--- config.mk ---
export PLATFORM = sky130hd
export DESIGN_NAME = prf_apb_regs
export DESIGN_NICKNAME = d
export VERILOG_FILES = /design/src/rtl/prf_pkg.sv /design/src/rtl/prf_apb_regs.sv
export SDC_FILE = /design/constraint.sdc
export NUM_CORES = 1
export LEC_CHECK = 0
export BUFFER_PORTS_ARGS = -buffer_cell sky130_fd_sc_hd__buf_2
export CAP_MARGIN = 20
export CORE_MARGIN = 8
export CORE_UTILIZATION = 35
export CTS_CLUSTER_DIAMETER = 80
export DETAILED_ROUTE_END_ITERATION = 6
export PLACE_DENSITY = 0.95
export SETUP_SLACK_MARGIN = 0.4
export SYNTH_ARGS = -nofsm -noshare
export SYNTH_HDL_FRONTEND = slang
export SYNTH_SLANG_ARGS = --single-unit
--- constraint.sdc ---
create_clock -name i_clk -period 1.7 [get_ports i_clk]
set_input_delay 0.51 -clock i_clk [delete_from_list [all_inputs] [get_ports i_clk]]
set_output_delay 0.51 -clock i_clk [all_outputs]
set_load 0.01 [all_outputs]
--- src/rtl/prf_pkg.sv ---
// shared types, constants and helpers for the page replacement block
// no dependencies; imported by every other file in rtl/ except prf_frame_mem

package prf_pkg;

    // defaults for the top level parameters
    localparam int MAX_FRAMES_DEF = 512;
    localparam int PAGE_SHIFT_DEF = 12;   // 4096-byte pages

    // fixed field widths
    localparam int ADDR_W   = 32;
    localparam int CNT_W    = 32;
    localparam int VICTIM_W = 20;
    localparam int FC_W     = 10;
    localparam int APB_AW   = 3;
    localparam int APB_DW   = 32;

    localparam logic [FC_W-1:0] FC_RESET = FC_W'(64);

    // register index, taken from paddr[2]
    localparam logic REG_FRAME_COUNT = 1'b0;
    localparam logic REG_POLICY      = 1'b1;

    // policy codes
    localparam logic POLICY_FIFO = 1'b0;
    localparam logic POLICY_LRU  = 1'b1;

    typedef enum logic [1:0] {
        S_IDLE,
        S_SCAN,
        S_WRITE
    } t_state;

    typedef struct packed {
        logic [FC_W-1:0] frame_count;
        logic            policy;
    } t_cfg;

    typedef struct packed {
        logic                hit;
        logic                evicted;
        logic [VICTIM_W-1:0] victim_page;
        logic [CNT_W-1:0]    hit_total;
        logic [CNT_W-1:0]    miss_total;
    } t_result;

    function automatic logic [CNT_W-1:0] sat_inc(input logic [CNT_W-1:0] v);
        return (v == '1) ? v : v + CNT_W'(1);
    endfunction

endpackage

--- src/rtl/prf_apb_regs.sv ---
// configuration registers behind an apb-style slave port
// depends on prf_pkg

module prf_apb_regs (
    input  logic                        i_clk,
    input  logic                        i_rst_n,
    input  logic                        psel,
    input  logic                        penable,
    input  logic                        pwrite,
    input  logic [prf_pkg::APB_AW-1:0]  paddr,
    input  logic [prf_pkg::APB_DW-1:0]  pwdata,
    output logic [prf_pkg::APB_DW-1:0]  prdata,
    output logic                        pready,
    output prf_pkg::t_cfg               o_cfg
);
    import prf_pkg::*;

    t_cfg r_cfg;
    logic wr_en;

    assign pready = 1'b1;
    assign wr_en  = psel & penable & pwrite & pready;
    assign o_cfg  = r_cfg;

    always_ff @(posedge i_clk) begin
        if (!i_rst_n) begin
            r_cfg.frame_count <= FC_RESET;
            r_cfg.policy      <= POLICY_FIFO;
        end else if (wr_en) begin
            case (paddr[2])
                REG_FRAME_COUNT: r_cfg.frame_count <= pwdata[FC_W-1:0];
                REG_POLICY:      r_cfg.policy      <= pwdata[0];
                default:         r_cfg             <= r_cfg;
            endcase
        end
    end

    always_comb begin
        case (paddr[2])
            REG_FRAME_COUNT: prdata = APB_DW'(r_cfg.frame_count);
            REG_POLICY:      prdata = APB_DW'(r_cfg.policy);
            default:         prdata = '0;
        endcase
    end

endmodule

# Word level (Yosys, flattened, before mapping)

Index checks and enable logic that the tools add are counted.

ROM bits: 0
Logic and storage cells: 8
Output and inout bits: 44
Memories kept: 0
Bits in latches: 0
Input bits: 40
Register bits: 11
Memory bits (writable): 0

Div/mod/pow operators: 0
Order comparisons: 0
Multiply operators: 0
Eq/ne operators: 0
Reduce and logical (&&, ||, !) cells: 2
Mux-type cells: 1
Add/sub/neg operators: 0
Shift operators: 0
Bitwise operators: 3

Operator list:

| cell                                   | count |
|---|---|
| 32-bit one-hot mux with 2 select lines | 1 |
| 2-bit AND reduction                    | 2 |
| 1-bit AND                              | 2 |
| 1-bit inverter                         | 1 |

# Logic depth before layout (Yosys ltp)

Word-level depth: 3
Gate-level depth with buffers: 3
Gate-level depth less buffers: 2

# Worst setup path before layout

Ideal clock, no wire load.

Path kind: input to output
Start: input port paddr[2] in the netlist's numbering
End: output port prdata[1] in the netlist's numbering
Required time: 1.190 ns
Cell stages on the path: 2
Setup slack: 0.336 ns
Arrival time: 0.854 ns
Cell sequence: buf_2 > nor2b_1

Cells in the longest elaborated chain, start to end: 2

Ends and longest elaborated chain:

| item                                     | RTL line           | RTL |
|---|---|---|
| from (decl)                              | prf_apb_regs.sv:10 | `input logic [prf_pkg::APB_AW-1:0] paddr,` |
| 1-bit inverter                           | n/a                |  |
| 32-bit one-hot mux with 2 select lines * | prf_apb_regs.sv:39 | `case (paddr[2])` |
| to (decl)                                | prf_apb_regs.sv:12 | `output logic [prf_pkg::APB_DW-1:0] prdata,` |

Every way passes the cells marked *; elsewhere a longest branch is shown, timed or not. The select of a mux whose other input is x is not followed.

# Worst setup path after layout

Start: input port paddr[2] in the netlist's numbering
End: output port prdata[0] in the netlist's numbering

Same word-level chain as after synthesis.

==> results.yml <==
status:
  status: "completed"
sta:
  finalWorstSetupSlack_ps: 162
  max_freq_mhz: 650
  timing.setup.tns_ps: 0
  finalMaxSlewViolations: 0
  final.setup_skew_ps: 0
  period_share: 0.905
  setup_viol: 0
  period_needed_ps: 1540
  rsz0062_at_grt: "true"
  hold_viol: 0
global_route:
  gr-total-overflow: 0
  grt_pass1_vias: 680
  grt_pass1_wl_mm: 2.88
  grt_max_degree: 22
  track_usage: 0.104
  antenna_found_initial: 0
power_and_ir_drop:
  irDropWorstVdd_v: 0.000300
  pwr_density_cell_mw_per_mm2: 562
  leakage_nw: 0.493
clock_tree:
  cts_tree: "done"
  cts_buffers: 3
  clock_sinks: 11
  clkTransAtPathRegs_ps: 80
  h-tree-depth: 1
  clk-insertion-delay-late_ps: 260
  postCtsHoldBufs: 0
  cts_max_path_buffers: 2
  cts_setup_buffers: 0
  root_buffer: "clkbuf_4"
yosys:
  synth_cell_types: 12
  yosysSeqAreaShare: 0.314
  synth_area_um2: 702
  ys_warn_count: 0
  ys_ff_latch: 11
  syn_avg_cell_area_um2: 8.36
  synth_cells: 84
place:
  dpl.hpwl_mm: 1.61
  io_buffers: 36
  gp_congestion: 0.673
  pre_cts_ws_ps: 115
setup_path:
  cp.required_ps: 1190
  arrival_ps: 1030
  cp-start-kind: "input pin"
  crit_type: "in -> out"
  endpoint_kind: "primary output"
  path_max_fanout: 3
floorplan:
  die_x_um: 60.8
  rows: 16
  die_h_um: 60.8
  start_util: 0.365
  die-area_mm2: 0.00369
  ios: 84
  core-area_mm2: 0.00192
run:
  maxCapViolCount: 0
drt:
  ant_nets: 0
  vias: 616
  wl_mm: 1.96
  drt-vias-per-instance: 4.16
  wl_per_cell_um: 13.3
  dr.first_iter.drc_count: 2
  drc: 0
  first_pass_iters: 4
final_layout:
  diodes: 0
  fillerInstances: 183
  seq_area_um2: 233
  nets: 162
  multi_input_area_um2: 435
  largest_reg_flops: 11
  layout_commonest_cell: "buf_2"
  final_cell_mix: "buf_2 (26), conb_1 (23), nand2_1 (19)"
  final_layout_size_suffix_gt1_frac: 0.512
  area_growth_pct: 44.4
min_path:
  min_path_type: "reg -> reg"
metal layers:
metal | global-route usage | wire length (um) | up-vias
li1 | - | - | 294
met1 | 0.0908 | 660 | 281
met2 | 0.198 | 1020 | 41
met3 | 0.0551 | 280 | 0
met4 | 0.0332 | 0 | 0
met5 | 0 | 0 | -
stage by stage:
step / hold WS [ps] / cells / instance area (um^2) / util / power, mW
detailed placement: 465 / 144 / 905 / 0.471 / 0.379
CTS: 476 / 148 / 983 / 0.512 / 0.570
global placement: 451 / 144 / 905 / 0.471 / 0.374
global route: 474 / 148 / 1010 / 0.527 / 0.600
floorplan: 491 / 105 / 862 / - / 0.382
finish: 464 / 148 / 1010 / 0.527 / 0.570
power by group:
part / internal [mW] / switching [mW] / leakage (nW) / total (mW)
combinational: 0.0479 / 0.0678 / 0.385 / 0.116
sequential: 0.264 / 0.00410 / 0.0930 / 0.268
clock: 0.0906 / 0.0951 / 0.0150 / 0.186
cell families after synthesis:
logic type             Yosys count  share of synthesized area
buffers and inverters           27                      0.280
DFF                             11                      0.314
muxes                           12                      0.173
other                            2                     0.0107
and+or+nand+nor                 32                      0.223
cells in the mapped netlist:
cell / count / area, um^2
mux2i_1: 11 / 110
buf_6: 1 / 11.3
dfxtp_1: 11 / 220
nand2_1: 19 / 71.3
mux2_2: 1 / 11.3
and4b_1: 1 / 10.0
buf_2: 1 / 5.00
buf_4: 23 / 173
conb_1: 2 / 7.51
nor2b_1: 11 / 68.8
clkbuf_1: 2 / 7.51
nand4_1: 1 / 6.26
critical path, cell delays in order:
cell,delay (ps)
buf_8,100
mux2_4,290
buf_6,120
area by class of cell:
type                    instances  share of cell area
multi-input cells              67               0.430
well taps                      27              0.0333
clock buffers                   4              0.0259
repair buffers                 39               0.281
flip-flops and latches         11               0.230
timing repair:
item	4_1_cts	5_1_grt
gates resized for setup	11	12
cloned	0	0
endpoints found under the hold margin	0	0
endpoints found under the setup margin	11	19
worst paths after layout:
kind                  from        end  slack, ps  cells after the start
setup / recovery  paddr[2]  prdata[0]        160                      3
hold / removal    o_cfg[2]   o_cfg[2]        460                      2
setup reg to reg  o_cfg[9]   o_cfg[9]       1070                      2
hold reg to reg   o_cfg[2]   o_cfg[2]        460                      2
(Power assumes the default switching activity.)
