## config.mk

```make
export PLATFORM = sky130hd
export DESIGN_NAME = prf_engine
export DESIGN_NICKNAME = d
export VERILOG_FILES = /design/src/rtl/prf_pkg.sv /design/src/rtl/prf_engine.sv
export SDC_FILE = /design/constraint.sdc
export NUM_CORES = 1
export LEC_CHECK = 0
export BUFFER_PORTS_ARGS = -buffer_cell sky130_fd_sc_hd__buf_4
export CAP_MARGIN = 20
export CORE_MARGIN = 5
export CORE_UTILIZATION = 62
export DETAILED_ROUTE_END_ITERATION = 8
export PLACE_DENSITY = 0.88
export SYNTH_ARGS = -nofsm -noshare
export SYNTH_HDL_FRONTEND = slang
export SYNTH_SLANG_ARGS = --single-unit
```

## constraint.sdc

```tcl
create_clock -name i_clk -period 5.2 [get_ports i_clk]
set_input_delay 0.26 -clock i_clk [delete_from_list [all_inputs] [get_ports i_clk]]
set_output_delay 0.26 -clock i_clk [all_outputs]
set_load 0.01 [all_outputs]
```

## src/rtl/prf_pkg.sv

```systemverilog
// shared types, constants and helpers for the page replacement block
// no dependencies; imported by every other file in rtl/ except prf_frame_mem

package prf_pkg;

    // defaults for the top level parameters
    localparam int MAX_FRAMES_DEF = 512;
    localparam int PAGE_SHIFT_DEF = 12;   // 4096-byte pages

    // fixed field widths
    localparam int ADDR_W   = 32;
    localparam int CNT_W    = 32;
    localparam int VICTIM_W = 20;
    localparam int FC_W     = 10;
    localparam int APB_AW   = 3;
    localparam int APB_DW   = 32;

    localparam logic [FC_W-1:0] FC_RESET = FC_W'(64);

    // register index, taken from paddr[2]
    localparam logic REG_FRAME_COUNT = 1'b0;
    localparam logic REG_POLICY      = 1'b1;

    // policy codes
    localparam logic POLICY_FIFO = 1'b0;
    localparam logic POLICY_LRU  = 1'b1;

    typedef enum logic [1:0] {
        S_IDLE,
        S_SCAN,
        S_WRITE
    } t_state;

    typedef struct packed {
        logic [FC_W-1:0] frame_count;
        logic            policy;
    } t_cfg;

    typedef struct packed {
        logic                hit;
        logic                evicted;
        logic [VICTIM_W-1:0] victim_page;
        logic [CNT_W-1:0]    hit_total;
        logic [CNT_W-1:0]    miss_total;
    } t_result;

    function automatic logic [CNT_W-1:0] sat_inc(input logic [CNT_W-1:0] v);
        return (v == '1) ? v : v + CNT_W'(1);
    endfunction

endpackage

```

## src/rtl/prf_engine.sv

```systemverilog
// lookup and replacement sequencer: scans the frame table, picks hit or victim,
// writes back and keeps the counters; depends on prf_pkg, drives prf_frame_mem

module prf_engine #(
    parameter int  MAX_FRAMES = prf_pkg::MAX_FRAMES_DEF,
    parameter int  PAGE_SHIFT = prf_pkg::PAGE_SHIFT_DEF,
    localparam int IDX_W      = $clog2(MAX_FRAMES),
    localparam int ENT_W      = prf_pkg::ADDR_W - PAGE_SHIFT + prf_pkg::CNT_W
) (
    input  logic                        i_clk,
    input  logic                        i_rst_n,
    input  prf_pkg::t_cfg               i_cfg,
    input  logic                        i_in_valid,
    output logic                        o_in_ready,
    input  logic [prf_pkg::ADDR_W-1:0]  i_byte_address,
    output logic                        o_res_valid,
    input  logic                        i_res_ready,
    output prf_pkg::t_result            o_res,
    output logic                        o_rd_en,
    output logic [IDX_W-1:0]            o_rd_addr,
    input  logic [ENT_W-1:0]            i_rd_data,
    output logic                        o_wr_en,
    output logic [IDX_W-1:0]            o_wr_addr,
    output logic [ENT_W-1:0]            o_wr_data
);
    import prf_pkg::*;

    localparam int PAGE_W = ADDR_W - PAGE_SHIFT;
    localparam int FU_W   = $clog2(MAX_FRAMES + 1);
    localparam int CW     = (FU_W > FC_W) ? FU_W : FC_W;

    t_state              r_state, n_state;
    logic [PAGE_W-1:0]   r_page;
    logic [FU_W-1:0]     r_rd_idx, n_rd_idx;
    logic [FU_W-1:0]     r_frames_used, n_frames_used;
    logic [CNT_W-1:0]    r_use_clock, n_use_clock;
    logic [CNT_W-1:0]    r_hit_cnt, n_hit_cnt;
    logic [CNT_W-1:0]    r_miss_cnt, n_miss_cnt;

    // scan pipeline: read issue, compare, select
    logic                r_d1_vld;
    logic [IDX_W-1:0]    r_d1_idx;
    logic                r_d2_vld;
    logic [IDX_W-1:0]    r_d2_idx;
    logic                r_d2_match;
    logic [CNT_W-1:0]    r_d2_age;
    logic [PAGE_W-1:0]   r_d2_page;

    logic                r_found, n_found;
    logic [IDX_W-1:0]    r_hit_idx, n_hit_idx;
    logic                r_have, n_have;
    logic [CNT_W-1:0]    r_best_age, n_best_age;
    logic [IDX_W-1:0]    r_best_idx, n_best_idx;
    logic [PAGE_W-1:0]   r_best_page, n_best_page;

    logic                issue;
    logic                advance;
    logic                full;
    logic [CW-1:0]       fc_ext, cap;
    logic [PAGE_W-1:0]   rd_page;
    logic [CNT_W-1:0]    rd_stamp;

    assign rd_page  = i_rd_data[ENT_W-1:CNT_W];
    assign rd_stamp = i_rd_data[CNT_W-1:0];

    // frame count clamped to 1..MAX_FRAMES
    always_comb begin
        fc_ext = CW'(i_cfg.frame_count);
        if (fc_ext == '0) begin
            cap = CW'(1);
        end else if (fc_ext > CW'(MAX_FRAMES)) begin
            cap = CW'(MAX_FRAMES);
        end else begin
            cap = fc_ext;
        end
    end

    assign full  = CW'(r_frames_used) >= cap;
    assign issue = (r_state == S_SCAN) && (r_rd_idx < r_frames_used);

    assign o_in_ready  = (r_state == S_IDLE);
    assign o_res_valid = (r_state == S_WRITE);
    assign advance     = o_res_valid && i_res_ready;
    assign o_rd_en     = issue;
    assign o_rd_addr   = r_rd_idx[IDX_W-1:0];

    always_comb begin
        n_state       = r_state;
        n_rd_idx      = r_rd_idx;
        n_frames_used = r_frames_used;
        n_use_clock   = r_use_clock;
        n_hit_cnt     = r_hit_cnt;
        n_miss_cnt    = r_miss_cnt;
        n_found       = r_found;
        n_hit_idx     = r_hit_idx;
        n_have        = r_have;
        n_best_age    = r_best_age;
        n_best_idx    = r_best_idx;
        n_best_page   = r_best_page;
        o_wr_en       = 1'b0;
        o_wr_addr     = r_hit_idx;
        o_wr_data     = {r_page, r_use_clock};
        o_res         = '0;

        case (r_state)
            S_IDLE: begin
                if (i_in_valid) begin
                    n_state  = S_SCAN;
                    n_rd_idx = '0;
                    n_found  = 1'b0;
                    n_have   = 1'b0;
                end
            end
            S_SCAN: begin
                if (issue) begin
                    n_rd_idx = r_rd_idx + FU_W'(1);
                end
                if (r_d2_vld) begin
                    if (r_d2_match && !r_found) begin
                        n_found   = 1'b1;
                        n_hit_idx = r_d2_idx;
                    end
                    // strict compare keeps the lowest index on equal ages
                    if (!r_have || (r_d2_age > r_best_age)) begin
                        n_have      = 1'b1;
                        n_best_age  = r_d2_age;
                        n_best_idx  = r_d2_idx;
                        n_best_page = r_d2_page;
                    end
                end
                if (!issue && !r_d1_vld && !r_d2_vld) begin
                    n_state = S_WRITE;
                end
            end
            S_WRITE: begin
                o_res.hit_total  = r_hit_cnt;
                o_res.miss_total = r_miss_cnt;
                if (r_found) begin
                    o_res.hit       = 1'b1;
                    o_res.hit_total = sat_inc(r_hit_cnt);
                    o_wr_en         = advance && (i_cfg.policy == POLICY_LRU);
                    o_wr_addr       = r_hit_idx;
                end else begin
                    o_res.miss_total = sat_inc(r_miss_cnt);
                    o_wr_en          = advance;
                    if (full) begin
                        o_res.evicted     = 1'b1;
                        o_res.victim_page = VICTIM_W'(r_best_page);
                        o_wr_addr         = r_best_idx;
                    end else begin
                        o_wr_addr = r_frames_used[IDX_W-1:0];
                    end
                end
                if (advance) begin
                    n_state     = S_IDLE;
                    n_hit_cnt   = o_res.hit_total;
                    n_miss_cnt  = o_res.miss_total;
                    n_use_clock = r_use_clock + CNT_W'(1);
                    if (!r_found && !full) begin
                        n_frames_used = r_frames_used + FU_W'(1);
                    end
                end
            end
            default: begin
                n_state = S_IDLE;
            end
        endcase
    end

    always_ff @(posedge i_clk) begin
        if (!i_rst_n) begin
            r_state       <= S_IDLE;
            r_frames_used <= '0;
            r_use_clock   <= '0;
            r_hit_cnt     <= '0;
            r_miss_cnt    <= '0;
            r_d1_vld      <= 1'b0;
            r_d2_vld      <= 1'b0;
            r_found       <= 1'b0;
            r_have        <= 1'b0;
        end else begin
            r_state       <= n_state;
            r_frames_used <= n_frames_used;
            r_use_clock   <= n_use_clock;
            r_hit_cnt     <= n_hit_cnt;
            r_miss_cnt    <= n_miss_cnt;
            r_d1_vld      <= issue;
            r_d2_vld      <= r_d1_vld;
            r_found       <= n_found;
            r_have        <= n_have;
        end
    end

    always_ff @(posedge i_clk) begin
        if (o_in_ready && i_in_valid) begin
            r_page <= i_byte_address[ADDR_W-1:PAGE_SHIFT];
        end
        r_rd_idx    <= n_rd_idx;
        r_d1_idx    <= r_rd_idx[IDX_W-1:0];
        r_d2_idx    <= r_d1_idx;
        r_d2_match  <= (rd_page == r_page);
        r_d2_age    <= r_use_clock - rd_stamp;
        r_d2_page   <= rd_page;
        r_hit_idx   <= n_hit_idx;
        r_best_age  <= n_best_age;
        r_best_idx  <= n_best_idx;
        r_best_page <= n_best_page;
    end

`ifndef NO_ASSERTIONS
    a_used_bound: assert property (@(posedge i_clk) disable iff (!i_rst_n)
        r_frames_used <= FU_W'(MAX_FRAMES))
        else $error("frames in use beyond table depth");

    a_idle_drained: assert property (@(posedge i_clk) disable iff (!i_rst_n)
        (r_state == S_IDLE) |-> (!r_d1_vld && !r_d2_vld))
        else $error("scan pipeline busy while idle");

    a_evict_keeps_fill: assert property (@(posedge i_clk) disable iff (!i_rst_n)
        (advance && o_res.evicted) |=> $stable(r_frames_used))
        else $error("occupancy changed on an eviction");

    a_one_count: assert property (@(posedge i_clk) disable iff (!i_rst_n)
        advance |=> (r_hit_cnt != $past(r_hit_cnt)) + (r_miss_cnt != $past(r_miss_cnt))
                    <= 2'd1)
        else $error("both counters moved on one word");
`endif

endmodule

```

After elaboration in Yosys (flattened, before gate mapping) --
Cells that the tools add are included.
Cells by class: $add $sub $neg 6, $lt $le $gt $ge 4, equality and inequality tests 12, muxes and demuxes 29, reduce and logical (&&, ||, !) cells 26
Operators by type and width (count):
- $mux W32 | 4
- $add A32 B1 Y32 const B | 3
- $mux W86 | 1
- $eq A32 B32 Y1 const B | 2
- $mux W21 | 2
- $mux W10 | 4
- $gt A32 B32 Y1 | 1
- $sub A32 B32 Y32 | 1
- $mux W9 | 3
- $add A10 B1 Y10 const B | 2
- $eq A20 B20 Y1 | 1
- $pmux W10 S2 | 1
- $reduce_and A3 Y1 | 5
- $ge A10 B10 Y1 | 1
- $gt A10 B10 Y1 const B | 1
- $logic_not A10 Y1 | 1
- $lt A10 B10 Y1 | 1
- $logic_and A1 B1 Y1 | 8
- $mux W1 | 8
- $ne A2 B1 Y1 const B | 4
- $reduce_and A4 Y1 | 2
- $logic_not A1 Y1 | 6
- $mux W2 | 3
- $ne A2 B2 Y1 const B | 3
- 8 further kinds | 9
Storage, ports and cells: register bits after elaboration 283, output and inout bits 160, logic and storage cells 97

Longest topological paths before layout --
depth in word-level cells 7, gate-level depth with buffers 11, depth with buffers taken out 10

Worst setup path after synthesis --
No wires, ideal clock.
path kind flip-flop to flip-flop, start point reg r_best_age[7], end point reg r_best_age[0], enable pin, data arrival time 2.821 ns, required time 4.531 ns, slack 1.710 ns, stages on the path, launching flop included 8, buffers on the path 0, clock period less this slack 3.490 ns, cell sequence edfxtp_1 inv_1 ha_1 and3_1 a221o_1 a221o_1 o311ai_0 nand2_1
Between the ends: longest elaborated chain between the ends 3
Ends and longest elaborated chain:
- start: declaration | line prf_engine.sv:52 | logic [CNT_W-1:0] r_best_age, n_best_age;
- start signal: assignment | line prf_engine.sv:205 | r_best_age <= n_best_age;
- $gt A32 B32 Y1 | line prf_engine.sv:124 | if (!r_have || (r_d2_age > r_best_age)) begin
- $logic_or A1 B1 Y1 | line prf_engine.sv:124
- $reduce_and A3 Y1 (no source line)
Every way passes these cells. A chain may end at the register's enable or synchronous reset.

Worst setup path after layout --
start point reg r_frames_used[0], end point out o_wr_addr[1]
Between the ends: longest elaborated chain between the ends 4
Ends and longest elaborated chain:
- start: declaration | line prf_engine.sv:35 | logic [FU_W-1:0] r_frames_used, n_frames_used;
- start signal: assignment | line prf_engine.sv:183 | r_frames_used <= n_frames_used;
- $ge A10 B10 Y1 | line prf_engine.sv:78 | assign full = CW'(r_frames_used) >= cap;
- $mux W9 | line prf_engine.sv:146 | if (full) begin
- $mux W9 | line prf_engine.sv:138 | if (r_found) begin
- $mux W9 | line prf_engine.sv:105 | case (r_state)
- end: declaration | line prf_engine.sv:23 | output logic [IDX_W-1:0] o_wr_addr,
Every way passes these cells.

==> flow_summary.yaml <==
cts:
  cts_buffers: 30
  ctsHtreeMaxLevel: 1
  post_cts_buffers: 0
  cts_tree: "yes"
  cts-root-buf: "clkbuf_16"
  clk_path_buf_depth: 3
  cts_num_sinks: 283
  insertion_delay_ps: 580
  clk_pin_slew_ps: 60
floorplanning:
  io_pins: 259
  die_w_um: 167
  die_h_um: 167
  initial_core_util_pct: 63.0
  coreArea_um2: 24400
  die_area_um2: 28000
  fp-row-count: 57
sta:
  hold_violations: 0
  relSlewSlack_pct: 25.2
  max_freq_mhz: 243
  finClkSkew_ps: 45.6
  rsz0062_at_grt: "false"
  worstMarginPinSlew_ps: 1110
  drv_slew: 0
  setup_violations: 0
  finalSetupTns_ps: 0
  min_period_ps: 4120
  period_share_pct: 79.1
critical_path:
  required_ps: 4940
  ff2ff_setup_slack_ps: 1650
  crit_path_start_kind: "flip-flop"
  rr_endpoint: "r_frames_used[7]"
  slowest_stage: "a2111oi_0"
  cpLargestDelayFamily: "compound AO/OA/AOI/OAI gates"
  critPathCaptureType: "primary output"
  cp_data_arrival_time_ps: 3860
  regToRegStartpoint: "r_frames_used[0]"
  critPathLaunch: "r_frames_used[0]"
  crit_type: "reg2out"
  rr_worst_depth: 10
  max_stage_delay_ps: 720
  crit_chain: "inv_1, ha_1, nand2b_1, a21o_1, a2111oi_0, clkbuf_2, o31ai_4, buf_4, mux2i_1, a21oi_1, buf_4"
  crit_top_cell: "buf_4"
  cp_num_buf_inv: 4
  crit_fanout: 28
logic_synthesis:
  synth_top_area_cell: "dfxtp_1"
  synth_most_common_cell: "dfxtp_1"
  synthCells: 1647
  synthFlopType: "dfxtp_1"
  yosysWarnings: 0
  ys_types: 74
  netlist_area_um2: 15400
  synth-seq-area-share_pct: 43.4
  synth-edff-count: 100
  synth_common_cells: "dfxtp_1 (183), nand2_1 (104), edfxtp_1 (100)"
  synth_top_area_share_pct: 23.8
  synth_nets: 1834
  async_flop_share_pct: 0
  synth_area_leaders: "dfxtp_1 (24%), edfxtp_1 (20%), ha_1 (7.1%)"
  ys_ff_latch: 283
  synth_area_per_cell_um2: 9.34
power:
  p_seq_share_pct: 46.4
  ir_drop_mv: 0.336
  power.switching_w: 0.00130
  swShare_pct: 24.5
  powerDensity_nw_per_um2: 282
  p_int_w: 0.00402
  leakagePower_nw: 7.82
  total_power_w: 0.00532
  p_comb_share_pct: 9.2
  clkPwrFrac_pct: 44.4
route:
  drc: 0
  num_vias: 13700
  drtIter0Drc: 1211
  wirelength_mm: 46.3
  post_drt_wl_per_cell_um: 20.7
  drtAntennaViolNets: 0
  dr.pass1.iters: 6
  vias_per_cell: 6.12
final_layout:
  drive_above_1_share_pct: 17.6
  final_cells: 2244
  layout.nets: 2084
  fillers: 1581
  area_delta_synth_final_pct: 22.6
  final_area_um2: 18900
  utilization_pct: 77.3
  diodes: 0
flow_run:
  drv_cap: 0
placement:
  place_area_um2: 17300
  io_buffer_count: 246
  hpwl_mm: 28.3
  dp_cells: 2145
  gp_congestion: 0.888
global_route:
  antenna_found_initial: 0
  grt_pass1_wl_mm: 72.7
  grt_max_degree: 121
  grt_overflow: 0
  grt_pass1_vias: 13500
  grt_usage_pct: 31.5
min_path:
  hold_depth: 3
  hold_end: "r_d2_age[0]"
  hold_path.class: "in2reg"
  worstHoldStart: "i_rd_data[0]"
outcome:
  status: "finished, final reports clean"
==> per-stage QoR <==
stage	worst slack [ps]	hold WS [ps]
4_1_cts	1010	2.28
3_5_place_dp	1610	315
2_1_floorplan	1710	288
5_1_grt	944	21.1
3_3_place_gp	1720	310
6_report	1080	10.5
==> cells by family (layout without fill, tap and decap cells) <==
| group | Yosys count | count (layout) | synth area share [%] |
|---|---|---|---|
| compound gates | 266 | 266 | 11.1 |
| xor+xnor | 169 | 169 | 9.63 |
| fa+ha+maj | 88 | 88 | 7.21 |
| buf+inv | 177 | 450 | 4.88 |
| simple gates | 648 | 648 | 22.8 |
| flops | 283 | 283 | 43.4 |
| mux | 16 | 16 | 1.04 |
==> how the worst max path moves through the flow <==
stage	to	slack [ps]	cells after the start
after floorplan	r_best_age[0]	1710	7
after global placement	o_wr_addr[1]	1720	13
after detailed placement	o_wr_addr[1]	1610	13
after CTS	o_wr_addr[1]	1010	10
after global routing	o_wr_addr[1]	940	11
final	o_wr_addr[1]	1080	11
==> sequential cells by signal, indices dropped and copies added, names as in the netlist <==
signal / cells
r_best_page: 20
r_d1_vld: 1
r_state: 2
r_have: 1
r_hit_cnt: 32
r_hit_idx: 9
r_d2_match: 1
r_frames_used: 10
r_page: 20
r_best_idx: 9
r_d2_page: 20
r_rd_idx: 10
r_d2_idx: 9
r_miss_cnt: 32
r_d2_vld: 1
r_found: 1
r_d2_age: 32
r_use_clock: 32
r_best_age: 32
r_d1_idx: 9
==> power groups by stage <==
stage / Sequential (W) / Clock [W] / Combinational, W
2_1_floorplan: 0.00248 / 0 / 0.000252
3_3_place_gp: 0.00249 / 0 / 0.000403
3_5_place_dp: 0.00250 / 0 / 0.000422
4_1_cts: 0.00245 / 0.00234 / 0.000461
5_1_grt: 0.00247 / 0.00248 / 0.000522
6_report: 0.00246 / 0.00236 / 0.000489
==> routing by layer <==
layer | global-route usage, % | routed length (µm) | vias to the layer above
met2 | 56.4 | 23000 | 702
met4 | 13.6 | 2610 | 0
met5 | 0 | 0 | -
met1 | 37.8 | 17600 | 6509
met3 | 4.62 | 3120 | 187
li1 | - | - | 6342
==> timing repair <==
action	CTS	global route
hold endpoints to repair	40	0
hold buffers	40	0
resized for setup	0	0
==> worst min-delay path: stages <==
cell   delay [ps]
buf_4          80
ha_1          130
inv_1          40
==> placed cells by master (no fill, tap or decap), drive strengths merged, types with 72 or more instances in the layout <==
master,count
a21oi,74
and2,84
buf,258
dfxtp,183
edfxtp,100
ha,87
inv,93
nand2,105
nand3,77
nor2,98
o21ai,72
xnor2,90
xor2,79
==> area by class of cell <==
class,instances,area [µm²],area share [%]
Inverter,95,357,1.89
Sequential cell,283,6670,35.4
Clock inverter,16,208,1.10
Tap cell,324,405,2.15
Clock buffer,39,866,4.59
Multi-Input combinational cell,1187,7990,42.4
Timing Repair Buffer,300,2360,12.5
Power figures use the tool's default switching activity.
